===== src/hdl/dpst_pkg.sv =====
// Shared types, register indexes and operation codes for the decaying penalty
// score tracker. No dependencies; every other file in hdl/ imports this package.
package dpst_pkg;

  // Default depth of the queue between front and back
  localparam int unsigned QUEUE_DEPTH_DEF = 2;

  // Configuration port geometry
  localparam int unsigned CFG_IDX_W  = 3;
  localparam int unsigned CFG_DATA_W = 32;

  // Iterative divider width and step counter width
  localparam int unsigned DIV_W     = 32;
  localparam int unsigned DIV_CNT_W = $clog2(DIV_W);

  // Configuration register indexes
  localparam logic [CFG_IDX_W-1:0] REG_BASE_SCORE    = 3'd0;
  localparam logic [CFG_IDX_W-1:0] REG_MIN_SCORE     = 3'd1;
  localparam logic [CFG_IDX_W-1:0] REG_MAX_SCORE     = 3'd2;
  localparam logic [CFG_IDX_W-1:0] REG_QUAR_THRESH   = 3'd3;
  localparam logic [CFG_IDX_W-1:0] REG_DECAY_INTERVAL = 3'd4;
  localparam logic [CFG_IDX_W-1:0] REG_DECAY_PER_STEP = 3'd5;

  // Event kinds on the input channel
  localparam logic [1:0] KIND_PENALTY = 2'd0;
  localparam logic [1:0] KIND_REWARD  = 2'd1;

  // Operation codes after classification
  localparam logic [1:0] OP_NONE = 2'd0;
  localparam logic [1:0] OP_ADD  = 2'd1;
  localparam logic [1:0] OP_SUB  = 2'd2;

  // One classified event waiting in the queue
  typedef struct packed {
    logic [1:0]  op;
    logic [15:0] amount;
    logic [31:0] timestamp;
  } work_item_t;

  // Normalized configuration handed from front to back
  typedef struct packed {
    logic signed [15:0] lo;
    logic signed [15:0] hi;
    logic signed [15:0] base;
    logic signed [15:0] thr;
    logic [15:0]        cap;
    logic [31:0]        interval;
    logic [15:0]        per_step;
    logic               decay_on;
  } score_cfg_t;

  // Divider request and response
  typedef struct packed {
    logic             start;
    logic [DIV_W-1:0] dividend;
  } div_req_t;

  typedef struct packed {
    logic             busy;
    logic             done;
    logic [DIV_W-1:0] quotient;
    logic [DIV_W-1:0] remainder;
  } div_rsp_t;

endpackage


===== src/hdl/dpst_front.sv =====
// Front end: configuration registers, bound normalization and event
// classification into the work queue. Depends on dpst_pkg.
module dpst_front (
  input  logic                               clk,
  input  logic                               rst_n,
  input  logic                               cfg_valid,
  output logic                               cfg_ready,
  input  logic [dpst_pkg::CFG_IDX_W-1:0]     cfg_index,
  input  logic [dpst_pkg::CFG_DATA_W-1:0]    cfg_data,
  input  logic                               in_valid,
  output logic                               in_stall,
  input  logic [1:0]                         in_kind,
  input  logic [15:0]                        in_amount,
  input  logic [31:0]                        in_timestamp,
  input  logic                               fifo_full,
  output logic                               push,
  output dpst_pkg::work_item_t               push_item,
  output dpst_pkg::score_cfg_t               score_cfg
);
  import dpst_pkg::*;

  logic signed [15:0] base_r, base_nxt;
  logic signed [15:0] min_r, min_nxt;
  logic signed [15:0] max_r, max_nxt;
  logic signed [15:0] thr_r, thr_nxt;
  logic [31:0]        interval_r, interval_nxt;
  logic [15:0]        per_step_r, per_step_nxt;
  score_cfg_t         norm_r, norm_nxt;

  logic signed [15:0] lo, hi, base_c, thr_c;
  logic signed [16:0] cap_w;
  logic               cfg_we;

  assign cfg_ready = 1'b1;
  assign cfg_we    = cfg_valid & cfg_ready;

  // Decode register writes; drop out-of-range indexes
  always_comb begin
    base_nxt     = base_r;
    min_nxt      = min_r;
    max_nxt      = max_r;
    thr_nxt      = thr_r;
    interval_nxt = interval_r;
    per_step_nxt = per_step_r;
    if (cfg_we) begin
      unique case (cfg_index)
        REG_BASE_SCORE:     base_nxt     = cfg_data[15:0];
        REG_MIN_SCORE:      min_nxt      = cfg_data[15:0];
        REG_MAX_SCORE:      max_nxt      = cfg_data[15:0];
        REG_QUAR_THRESH:    thr_nxt      = cfg_data[15:0];
        REG_DECAY_INTERVAL: interval_nxt = cfg_data[31:0];
        REG_DECAY_PER_STEP: per_step_nxt = cfg_data[15:0];
        default: ;
      endcase
    end
  end

  // Normalize bounds: swap min/max, clamp base and threshold into range
  always_comb begin
    lo = (min_r > max_r) ? max_r : min_r;
    hi = (min_r > max_r) ? min_r : max_r;
    if (base_r < lo) begin
      base_c = lo;
    end else if (base_r > hi) begin
      base_c = hi;
    end else begin
      base_c = base_r;
    end
    if (thr_r < lo) begin
      thr_c = lo;
    end else if (thr_r > hi) begin
      thr_c = hi;
    end else begin
      thr_c = thr_r;
    end
    cap_w              = {base_c[15], base_c} - {lo[15], lo};
    norm_nxt.lo        = lo;
    norm_nxt.hi        = hi;
    norm_nxt.base      = base_c;
    norm_nxt.thr       = thr_c;
    norm_nxt.cap       = cap_w[15:0];
    norm_nxt.interval  = interval_r;
    norm_nxt.per_step  = per_step_r;
    norm_nxt.decay_on  = (interval_r != 32'd0) && (per_step_r != 16'd0);
  end

  always_ff @(posedge clk) begin
    if (!rst_n) begin
      base_r     <= 16'sd100;
      min_r      <= 16'sd0;
      max_r      <= 16'sd100;
      thr_r      <= 16'sd50;
      interval_r <= 32'd0;
      per_step_r <= 16'd0;
      norm_r     <= '0;
    end else begin
      base_r     <= base_nxt;
      min_r      <= min_nxt;
      max_r      <= max_nxt;
      thr_r      <= thr_nxt;
      interval_r <= interval_nxt;
      per_step_r <= per_step_nxt;
      norm_r     <= norm_nxt;
    end
  end

  assign score_cfg = norm_r;

  // Classify the event; zero amount and unused kinds only run decay
  always_comb begin
    push_item.amount    = in_amount;
    push_item.timestamp = in_timestamp;
    if (in_amount == 16'd0) begin
      push_item.op = OP_NONE;
    end else begin
      unique case (in_kind)
        KIND_PENALTY: push_item.op = OP_ADD;
        KIND_REWARD:  push_item.op = OP_SUB;
        default:      push_item.op = OP_NONE;
      endcase
    end
  end

  assign in_stall = fifo_full;
  assign push     = in_valid & ~fifo_full;

endmodule


===== src/hdl/dpst_fifo.sv =====
// Short work queue between front and back, register based.
// Depends on dpst_pkg for the work item type.
module dpst_fifo #(
  parameter int unsigned DEPTH = dpst_pkg::QUEUE_DEPTH_DEF
) (
  input  logic                 clk,
  input  logic                 rst_n,
  input  logic                 push,
  input  dpst_pkg::work_item_t push_item,
  input  logic                 pop,
  output dpst_pkg::work_item_t head,
  output logic                 empty,
  output logic                 full
);
  import dpst_pkg::*;

  localparam int unsigned PTR_W = (DEPTH > 1) ? $clog2(DEPTH) : 1;
  localparam int unsigned CNT_W = $clog2(DEPTH + 1);

  work_item_t        mem_r [DEPTH];
  logic [PTR_W-1:0]  wr_ptr_r, wr_ptr_nxt;
  logic [PTR_W-1:0]  rd_ptr_r, rd_ptr_nxt;
  logic [CNT_W-1:0]  cnt_r, cnt_nxt;

  assign empty = (cnt_r == CNT_W'(0));
  assign full  = (cnt_r == CNT_W'(DEPTH));
  assign head  = mem_r[rd_ptr_r];

  // Advance pointers with wrap at the depth
  always_comb begin
    wr_ptr_nxt = wr_ptr_r;
    rd_ptr_nxt = rd_ptr_r;
    cnt_nxt    = cnt_r;
    if (push) begin
      wr_ptr_nxt = (wr_ptr_r == PTR_W'(DEPTH - 1)) ? '0 : wr_ptr_r + PTR_W'(1);
    end
    if (pop) begin
      rd_ptr_nxt = (rd_ptr_r == PTR_W'(DEPTH - 1)) ? '0 : rd_ptr_r + PTR_W'(1);
    end
    if (push && !pop) begin
      cnt_nxt = cnt_r + CNT_W'(1);
    end else if (pop && !push) begin
      cnt_nxt = cnt_r - CNT_W'(1);
    end
  end

  always_ff @(posedge clk) begin
    if (!rst_n) begin
      wr_ptr_r <= '0;
      rd_ptr_r <= '0;
      cnt_r    <= '0;
    end else begin
      wr_ptr_r <= wr_ptr_nxt;
      rd_ptr_r <= rd_ptr_nxt;
      cnt_r    <= cnt_nxt;
    end
  end

  // Store the pushed word
  always_ff @(posedge clk) begin
    if (push) begin
      mem_r[wr_ptr_r] <= push_item;
    end
  end

`ifndef NO_ASSERTIONS
  a_no_overflow: assert property (@(posedge clk) disable iff (!rst_n)
    push |-> !full) else $error("queue push while full");
  a_no_underflow: assert property (@(posedge clk) disable iff (!rst_n)
    pop |-> !empty) else $error("queue pop while empty");
  a_count_up: assert property (@(posedge clk) disable iff (!rst_n)
    (push && !pop) |=> (cnt_r == $past(cnt_r) + CNT_W'(1)))
    else $error("queue count did not advance on push");
`endif

endmodule


===== src/hdl/dpst_div.sv =====
// Restoring divider, one quotient bit per cycle, for elapsed time by interval.
// Depends on dpst_pkg for widths and request/response types.
module dpst_div (
  input  logic                          clk,
  input  logic                          rst_n,
  input  dpst_pkg::div_req_t            req,
  input  logic [dpst_pkg::DIV_W-1:0]    divisor,
  output dpst_pkg::div_rsp_t            rsp
);
  import dpst_pkg::*;

  logic [DIV_W-1:0]     rem_r, rem_nxt;
  logic [DIV_W-1:0]     quo_r, quo_nxt;
  logic [DIV_W-1:0]     dvs_r, dvs_nxt;
  logic [DIV_CNT_W-1:0] cnt_r, cnt_nxt;
  logic                 busy_r, busy_nxt;
  logic                 done_r, done_nxt;
  logic [DIV_W:0]       trial;

  assign trial = {rem_r, quo_r[DIV_W-1]} - {1'b0, dvs_r};

  // Shift in one dividend bit and try the subtract
  always_comb begin
    rem_nxt  = rem_r;
    quo_nxt  = quo_r;
    dvs_nxt  = dvs_r;
    cnt_nxt  = cnt_r;
    busy_nxt = busy_r;
    done_nxt = 1'b0;
    if (req.start) begin
      rem_nxt  = '0;
      quo_nxt  = req.dividend;
      dvs_nxt  = divisor;
      cnt_nxt  = '0;
      busy_nxt = 1'b1;
    end else if (busy_r) begin
      if (!trial[DIV_W]) begin
        rem_nxt = trial[DIV_W-1:0];
        quo_nxt = {quo_r[DIV_W-2:0], 1'b1};
      end else begin
        rem_nxt = {rem_r[DIV_W-2:0], quo_r[DIV_W-1]};
        quo_nxt = {quo_r[DIV_W-2:0], 1'b0};
      end
      cnt_nxt = cnt_r + DIV_CNT_W'(1);
      if (cnt_r == DIV_CNT_W'(DIV_W - 1)) begin
        busy_nxt = 1'b0;
        done_nxt = 1'b1;
      end
    end
  end

  always_ff @(posedge clk) begin
    if (!rst_n) begin
      busy_r <= 1'b0;
      done_r <= 1'b0;
      cnt_r  <= '0;
    end else begin
      busy_r <= busy_nxt;
      done_r <= done_nxt;
      cnt_r  <= cnt_nxt;
    end
  end

  always_ff @(posedge clk) begin
    rem_r <= rem_nxt;
    quo_r <= quo_nxt;
    dvs_r <= dvs_nxt;
  end

  assign rsp.busy      = busy_r;
  assign rsp.done      = done_r;
  assign rsp.quotient  = quo_r;
  assign rsp.remainder = rem_r;

endmodule


===== src/hdl/dpst_back.sv =====
// Back end: runs decay through the divider, applies penalty or reward and
// holds the result word. Depends on dpst_pkg and dpst_div (via the top level).
module dpst_back (
  input  logic                  clk,
  input  logic                  rst_n,
  input  dpst_pkg::score_cfg_t  score_cfg,
  input  logic                  fifo_empty,
  input  dpst_pkg::work_item_t  head,
  output logic                  pop,
  output dpst_pkg::div_req_t    div_req,
  input  dpst_pkg::div_rsp_t    div_rsp,
  output logic                  out_valid,
  input  logic                  out_stall,
  output logic signed [15:0]    out_current_score,
  output logic [15:0]           out_penalty_total,
  output logic                  out_is_quarantined
);
  import dpst_pkg::*;

  localparam logic [2:0] S_IDLE = 3'd0;
  localparam logic [2:0] S_DIV  = 3'd1;
  localparam logic [2:0] S_MUL  = 3'd2;
  localparam logic [2:0] S_SUB  = 3'd3;
  localparam logic [2:0] S_UPD  = 3'd4;

  logic [2:0]         state_r, state_nxt;
  logic [15:0]        pen_r, pen_nxt;
  logic [31:0]        last_r, last_nxt;
  logic [1:0]         op_r, op_nxt;
  logic [15:0]        amt_r, amt_nxt;
  logic [31:0]        now_r, now_nxt;
  logic [31:0]        steps_r, steps_nxt;
  logic [47:0]        dec_r, dec_nxt;
  logic               out_valid_r, out_valid_nxt;
  logic signed [15:0] score_out_r;
  logic [15:0]        pen_out_r;
  logic               quar_out_r;

  logic               load;
  logic [16:0]        add_w;
  logic [15:0]        pen_upd;
  logic signed [17:0] diff_w, lo_w, hi_w, clamp_w;
  logic signed [15:0] score_w;

  // Apply penalty or reward to the decayed penalty
  always_comb begin
    add_w = {1'b0, pen_r} + {1'b0, amt_r};
    unique case (op_r)
      OP_ADD:  pen_upd = (add_w > {1'b0, score_cfg.cap}) ? score_cfg.cap : add_w[15:0];
      OP_SUB:  pen_upd = (amt_r >= pen_r) ? 16'd0 : pen_r - amt_r;
      default: pen_upd = pen_r;
    endcase
  end

  // Score is base minus penalty, clamped into range
  always_comb begin
    diff_w = {{2{score_cfg.base[15]}}, score_cfg.base} - $signed({2'b00, pen_upd});
    lo_w   = {{2{score_cfg.lo[15]}}, score_cfg.lo};
    hi_w   = {{2{score_cfg.hi[15]}}, score_cfg.hi};
    if (diff_w < lo_w) begin
      clamp_w = lo_w;
    end else if (diff_w > hi_w) begin
      clamp_w = hi_w;
    end else begin
      clamp_w = diff_w;
    end
    score_w = clamp_w[15:0];
  end

  // Sequence one word: decay, multiply, subtract, update
  always_comb begin
    state_nxt        = state_r;
    pen_nxt          = pen_r;
    last_nxt         = last_r;
    op_nxt           = op_r;
    amt_nxt          = amt_r;
    now_nxt          = now_r;
    steps_nxt        = steps_r;
    dec_nxt          = dec_r;
    pop              = 1'b0;
    load             = 1'b0;
    div_req.start    = 1'b0;
    div_req.dividend = head.timestamp - last_r;
    unique case (state_r)
      S_IDLE: begin
        if (!fifo_empty) begin
          pop     = 1'b1;
          op_nxt  = head.op;
          amt_nxt = head.amount;
          now_nxt = head.timestamp;
          if (last_r == 32'd0) begin
            last_nxt  = head.timestamp;
            state_nxt = S_UPD;
          end else if (score_cfg.decay_on && (head.timestamp > last_r)) begin
            div_req.start = 1'b1;
            state_nxt     = S_DIV;
          end else begin
            state_nxt = S_UPD;
          end
        end
      end
      S_DIV: begin
        if (div_rsp.done) begin
          if (div_rsp.quotient == 32'd0) begin
            state_nxt = S_UPD;
          end else begin
            steps_nxt = div_rsp.quotient;
            last_nxt  = now_r - div_rsp.remainder;
            state_nxt = S_MUL;
          end
        end
      end
      S_MUL: begin
        dec_nxt   = steps_r * score_cfg.per_step;
        state_nxt = S_SUB;
      end
      S_SUB: begin
        if ((dec_r[47:16] != 32'd0) || (dec_r[15:0] >= pen_r)) begin
          pen_nxt = 16'd0;
        end else begin
          pen_nxt = pen_r - dec_r[15:0];
        end
        state_nxt = S_UPD;
      end
      S_UPD: begin
        if (!out_valid_r || !out_stall) begin
          load      = 1'b1;
          pen_nxt   = pen_upd;
          state_nxt = S_IDLE;
        end
      end
      default: state_nxt = S_IDLE;
    endcase
  end

  // Hold the result word until taken
  always_comb begin
    if (load) begin
      out_valid_nxt = 1'b1;
    end else if (out_valid_r && !out_stall) begin
      out_valid_nxt = 1'b0;
    end else begin
      out_valid_nxt = out_valid_r;
    end
  end

  always_ff @(posedge clk) begin
    if (!rst_n) begin
      state_r     <= S_IDLE;
      pen_r       <= 16'd0;
      last_r      <= 32'd0;
      out_valid_r <= 1'b0;
    end else begin
      state_r     <= state_nxt;
      pen_r       <= pen_nxt;
      last_r      <= last_nxt;
      out_valid_r <= out_valid_nxt;
    end
  end

  always_ff @(posedge clk) begin
    op_r    <= op_nxt;
    amt_r   <= amt_nxt;
    now_r   <= now_nxt;
    steps_r <= steps_nxt;
    dec_r   <= dec_nxt;
    if (load) begin
      score_out_r <= score_w;
      pen_out_r   <= pen_upd;
      quar_out_r  <= (score_w < score_cfg.thr);
    end
  end

  assign out_valid          = out_valid_r;
  assign out_current_score  = score_out_r;
  assign out_penalty_total  = pen_out_r;
  assign out_is_quarantined = quar_out_r;

`ifndef NO_ASSERTIONS
  a_div_done_in_div: assert property (@(posedge clk) disable iff (!rst_n)
    div_rsp.done |-> (state_r == S_DIV)) else $error("divider done outside divide state");
  a_upd_loads: assert property (@(posedge clk) disable iff (!rst_n)
    (state_r == S_UPD && !(out_valid_r && out_stall)) |=> (out_valid_r && state_r == S_IDLE))
    else $error("update did not load result");
  a_idle_pops: assert property (@(posedge clk) disable iff (!rst_n)
    (state_r == S_IDLE && !fifo_empty) |=> (state_r != S_IDLE))
    else $error("queued word not taken");
  a_pen_match: assert property (@(posedge clk) disable iff (!rst_n)
    $rose(out_valid_r) |-> (out_penalty_total == pen_r))
    else $error("reported penalty differs from state");
`endif

endmodule


===== src/hdl/decaying_penalty_score_tracker_top.sv =====
// Top level of the decaying penalty score tracker: front, work queue, divider
// and back. Depends on dpst_pkg, dpst_front, dpst_fifo, dpst_div, dpst_back.
//
//   channel | direction | handshake          | payload
//   --------+-----------+--------------------+-----------------------------------------
//   in_     | input     | in_valid/in_stall  | in_kind, in_amount, in_timestamp
//   out_    | output    | out_valid/out_stall| out_current_score, out_penalty_total,
//           |           |                    | out_is_quarantined
//   cfg_    | input     | cfg_valid/cfg_ready| cfg_index, cfg_data
//
// A word that divides goes from queue head to result in this order: pop, the bit-serial
// divide of elapsed time by the interval, taking the quotient, then multiply,
// subtract and update. Under one whole interval it goes from the quotient to update.
// Words that skip the divide go from pop straight to update. The divider sets the pace.
// Reset is synchronous on rst_n and clears state; no clearing pass is needed.
// The queue absorbs QUEUE_DEPTH words while the back end works or out_stall holds.
module decaying_penalty_score_tracker_top #(
  parameter int unsigned QUEUE_DEPTH = dpst_pkg::QUEUE_DEPTH_DEF
) (
  input  logic                             clk,
  input  logic                             rst_n,
  input  logic                             cfg_valid,
  output logic                             cfg_ready,
  input  logic [dpst_pkg::CFG_IDX_W-1:0]   cfg_index,
  input  logic [dpst_pkg::CFG_DATA_W-1:0]  cfg_data,
  input  logic                             in_valid,
  output logic                             in_stall,
  input  logic [1:0]                       in_kind,
  input  logic [15:0]                      in_amount,
  input  logic [31:0]                      in_timestamp,
  output logic                             out_valid,
  input  logic                             out_stall,
  output logic signed [15:0]               out_current_score,
  output logic [15:0]                      out_penalty_total,
  output logic                             out_is_quarantined
);
  import dpst_pkg::*;

  score_cfg_t score_cfg;
  work_item_t push_item;
  work_item_t head;
  logic       push;
  logic       pop;
  logic       fifo_empty;
  logic       fifo_full;
  div_req_t   div_req;
  div_rsp_t   div_rsp;

  dpst_front u_front (
    .clk          (clk),
    .rst_n        (rst_n),
    .cfg_valid    (cfg_valid),
    .cfg_ready    (cfg_ready),
    .cfg_index    (cfg_index),
    .cfg_data     (cfg_data),
    .in_valid     (in_valid),
    .in_stall     (in_stall),
    .in_kind      (in_kind),
    .in_amount    (in_amount),
    .in_timestamp (in_timestamp),
    .fifo_full    (fifo_full),
    .push         (push),
    .push_item    (push_item),
    .score_cfg    (score_cfg)
  );

  dpst_fifo #(
    .DEPTH (QUEUE_DEPTH)
  ) u_fifo (
    .clk       (clk),
    .rst_n     (rst_n),
    .push      (push),
    .push_item (push_item),
    .pop       (pop),
    .head      (head),
    .empty     (fifo_empty),
    .full      (fifo_full)
  );

  dpst_div u_div (
    .clk     (clk),
    .rst_n   (rst_n),
    .req     (div_req),
    .divisor (score_cfg.interval),
    .rsp     (div_rsp)
  );

  dpst_back u_back (
    .clk                (clk),
    .rst_n              (rst_n),
    .score_cfg          (score_cfg),
    .fifo_empty         (fifo_empty),
    .head               (head),
    .pop                (pop),
    .div_req            (div_req),
    .div_rsp            (div_rsp),
    .out_valid          (out_valid),
    .out_stall          (out_stall),
    .out_current_score  (out_current_score),
    .out_penalty_total  (out_penalty_total),
    .out_is_quarantined (out_is_quarantined)
  );

endmodule


===== config.mk =====
export PLATFORM = sky130hd
export DESIGN_NAME = decaying_penalty_score_tracker_top
export DESIGN_NICKNAME = d
export VERILOG_FILES = /design/src/hdl/dpst_pkg.sv /design/src/hdl/dpst_front.sv /design/src/hdl/dpst_fifo.sv /design/src/hdl/dpst_div.sv /design/src/hdl/dpst_back.sv /design/src/hdl/decaying_penalty_score_tracker_top.sv
export SDC_FILE = /design/constraint.sdc
export NUM_CORES = 2
export LEC_CHECK = 0
export ABC_AREA = 1
export BUFFER_PORTS_ARGS = -buffer_cell sky130_fd_sc_hd__buf_2
export CORE_UTILIZATION = 66
export DETAILED_ROUTE_END_ITERATION = 10
export PLACE_DENSITY = 0.83
export SKIP_LAST_GASP = 1
export SLEW_MARGIN = 20
export SYNTH_ARGS = -nofsm -noshare
export SYNTH_HDL_FRONTEND = slang
export SYNTH_HIERARCHICAL = 1
export SYNTH_SLANG_ARGS = --single-unit
export TNS_END_PERCENT = 1

===== constraint.sdc =====
create_clock -name clk -period 16.8 [get_ports clk]
set_input_delay 0 -clock clk [delete_from_list [all_inputs] [get_ports clk]]
set_output_delay 0 -clock clk [all_outputs]
set_load 0.02 [all_outputs]

==> summary.md <==
| Metric | Value |
|---|---|
| Status | complete, no violations |
| R2r setup slk | 6.91 ns |
| Clock root buffer | clkbuf_16 |
| Clock-pin slew on the worst setup and hold paths | 0.06 ns |
| Worst reg2reg path endpoint | u_back/out_is_quarantined |
| Post-route DRC | 0 |
| # fillers | 6262 |
| Final non-filler cell area | 59900 µm² |
| Hold Fails Final Rpt | 0 |
| CP max FO | 25 |
| PostCTS Resize Cnt | 0 |
| Gpl congestion | 0.981 |
| Worst endpoint required time | 17.19 ns |
| Slew headroom | 0.239 |
| Placed cell area | 56400 µm² |
| Largest net degree at the start of global routing | 93 |
| Die height | 292 µm |
| Final Skew | 0.0392 ns |
| Initial Util | 0.672 |
| Kind of critical path | flip-flop to flip-flop |
| Total power | 0.00952 W |
| Fmax | 101 MHz |
| Routed length per instance | 19.2 µm |
| Fin crit share | 0.589 |
| Area Growth Syn to Fin | 8.00% |
| CP Data Arrival Time | 10.28 ns |
| Routed vias/inst | 5.73 |
| GRT overflow | 0 |
| # H-tree levels | 3 |
| Final max-slew violation count | 0 |
| Setup crit end kind | flip-flop |
| Synth Warn # | 6 |
| Number of global-route vias before repair | 46500 |
| Post-DRT Antenna Nets | 0 |
| Antenna violations before repair | 8 |
| CTS Sinks | 664 |
| Synth Area per Inst | 8.02 µm² |
| Die footprint | 85300 µm² |
| Syn nets | 7873 |
| First-pass GRT wire length | 245 mm |
| Core footprint | 82600 µm² |
| PD cells | 159 nW/µm² |
| Tmin final | 9.89 ns |
| Setup tns final | 0 ns |
| Cell mode on critical path | nand2_1 |
| Final Worst Setup Slack | 6.91 ns |
| R2r worst-path depth | 52 |
| CP peak stage delay | 0.57 ns |
| Setup WS pre-CTS | 6.99 ns |
| CTS tree | built |
| Setup violators final | 0 |
| PortBufs | 124 |
| Share of cells above drive strength 1 | 0.0699 |
| Clock Path Buffers | 3 |
| Routed vias | 46600 |
| Total GRT Usage | 0.366 |
| RSZ-0062 raised after global routing | no |
| Syn Inst Count | 6917 |
| Final WL | 156 mm |
| CP startpoint kind | flip-flop |
| Max-Cap Viols | 0 |
| Num CTS Buffers | 73 |
| CP max-delay cell | nand3_1 |
| Slew @ Worst Pin | 1.13 ns |
| Die X | 292 µm |
| TritonRoute pass-1 iters | 6 |
| R2r startpoint | u_back/pen_r[1] |
| Post-layout nets | 7951 |
| Hpwl dp | 117 mm |
| Hold Path Origin | in_timestamp[30] |
| Post-Syn Area | 55500 µm² |
| Lkg Pwr | 29.6 nW |
| I/O Pins | 126 |
| Hold Path Stages | 2 |
| Hold Path Class | input port to flip-flop |
| 1st-iter DRT viols | 4215 |
| Clock Latency Late Sink | 0.65 ns |
| WHS Endpoint | u_fifo/mem_r[1][30] |
| Rows | 105 |
| Max VDD drop | 0.127 mV |
==> flip-flops by register name (all words and copies together) (netlist names), 32 cells and up, named ones only <==
name	count
u_back/steps_r	32
u_front/interval_r	32
u_div/dvs_r	32
u_div/rem_r	32
u_back/last_r	32
u_div/quo_r	32
u_back/dec_r	48
u_fifo/mem_r	100
u_back/now_r	32
u_front/score_cfg	129
==> layout by cell type (no fill, tap or decap), drive strengths merged, types with 61 or more instances in the layout <==
master,count
nand2,1695
inv,1368
nor2,483
ha,440
fa,426
a21oi,389
o21ai,353
dfxtp,337
edfxtp,327
nand3,205
buf,169
dlygate4sd3,117
xor2,98
clkbuf,97
nand4,62
nor4,61
xnor2,61
==> per-layer routing <==
layer,vias to the layer above,global-route usage,part of all wire,wire (µm)
met5,-,0,0.00039,60
met4,10,0.172,0.051,7920
met3,529,0.0638,0.085,13300
met2,2129,0.604,0.46,72300
met1,22000,0.470,0.40,62200
li1,21900,-,-,-
==> how the worst max path moves through the flow <==
stage                         start                   endpoint  depth (start not counted)
finish              u_back/pen_r[1]  u_back/out_is_quarantined                         52
floorplan           u_back/pen_r[1]  u_back/out_is_quarantined                         55
global route        u_back/pen_r[1]  u_back/out_is_quarantined                         54
global placement    u_back/pen_r[1]  u_back/out_is_quarantined                         54
CTS                 u_back/pen_r[1]  u_back/out_is_quarantined                         54
detailed placement  u_back/pen_r[1]  u_back/out_is_quarantined                         54
==> stage by stage <==
step | util | hold slack [ns] | cells
after floorplan | - | 0.121 | 6917
after global placement | 0.682 | 0.188 | 7872
after detailed placement | 0.682 | 0.191 | 7872
after CTS | 0.725 | 0.0486 | 8122
after global routing | 0.725 | 0.0679 | 8124
final | 0.725 | 0.0885 | 8125
==> power by group <==
| group | internal, W | switching, W |
|---|---|---|
| combinational | 0.00193 | 0.00364 |
| sequential | 0.00214 | 0.000220 |
| clock | 0.000905 | 0.000695 |
==> area by class of cell <==
type | count | area, µm² | share of cell area
Inverter | 1365 | 5120 | 0.0855
Clock buffer | 97 | 1980 | 0.0330
Clock inverter | 36 | 385 | 0.00643
Multi-Input combinational cell | 4605 | 32400 | 0.540
Tap cell | 1070 | 1340 | 0.0223
Timing Repair Buffer | 286 | 2150 | 0.0359
Sequential cell | 664 | 16600 | 0.276
Antenna cell | 2 | 5.00 | 0.0000835
==> worst max-delay path, delay by kind of cell (launching register included) <==
| kind | cells | cell delay [ns] |
|---|---|---|
| fa+ha+maj | 6 | 2.07 |
| simple gates | 29 | 3.77 |
| flops | 1 | 0.54 |
| compound gates | 12 | 2.61 |
| xor+xnor | 2 | 0.38 |
| buf+inv | 3 | 0.27 |
==> repair_timing <==
action,in CTS,in global routing
hold endpoints to repair,248,0
hold buffers,117,0
buffers inserted,0,0
No activity file was read; power rests on OpenSTA's default activity.
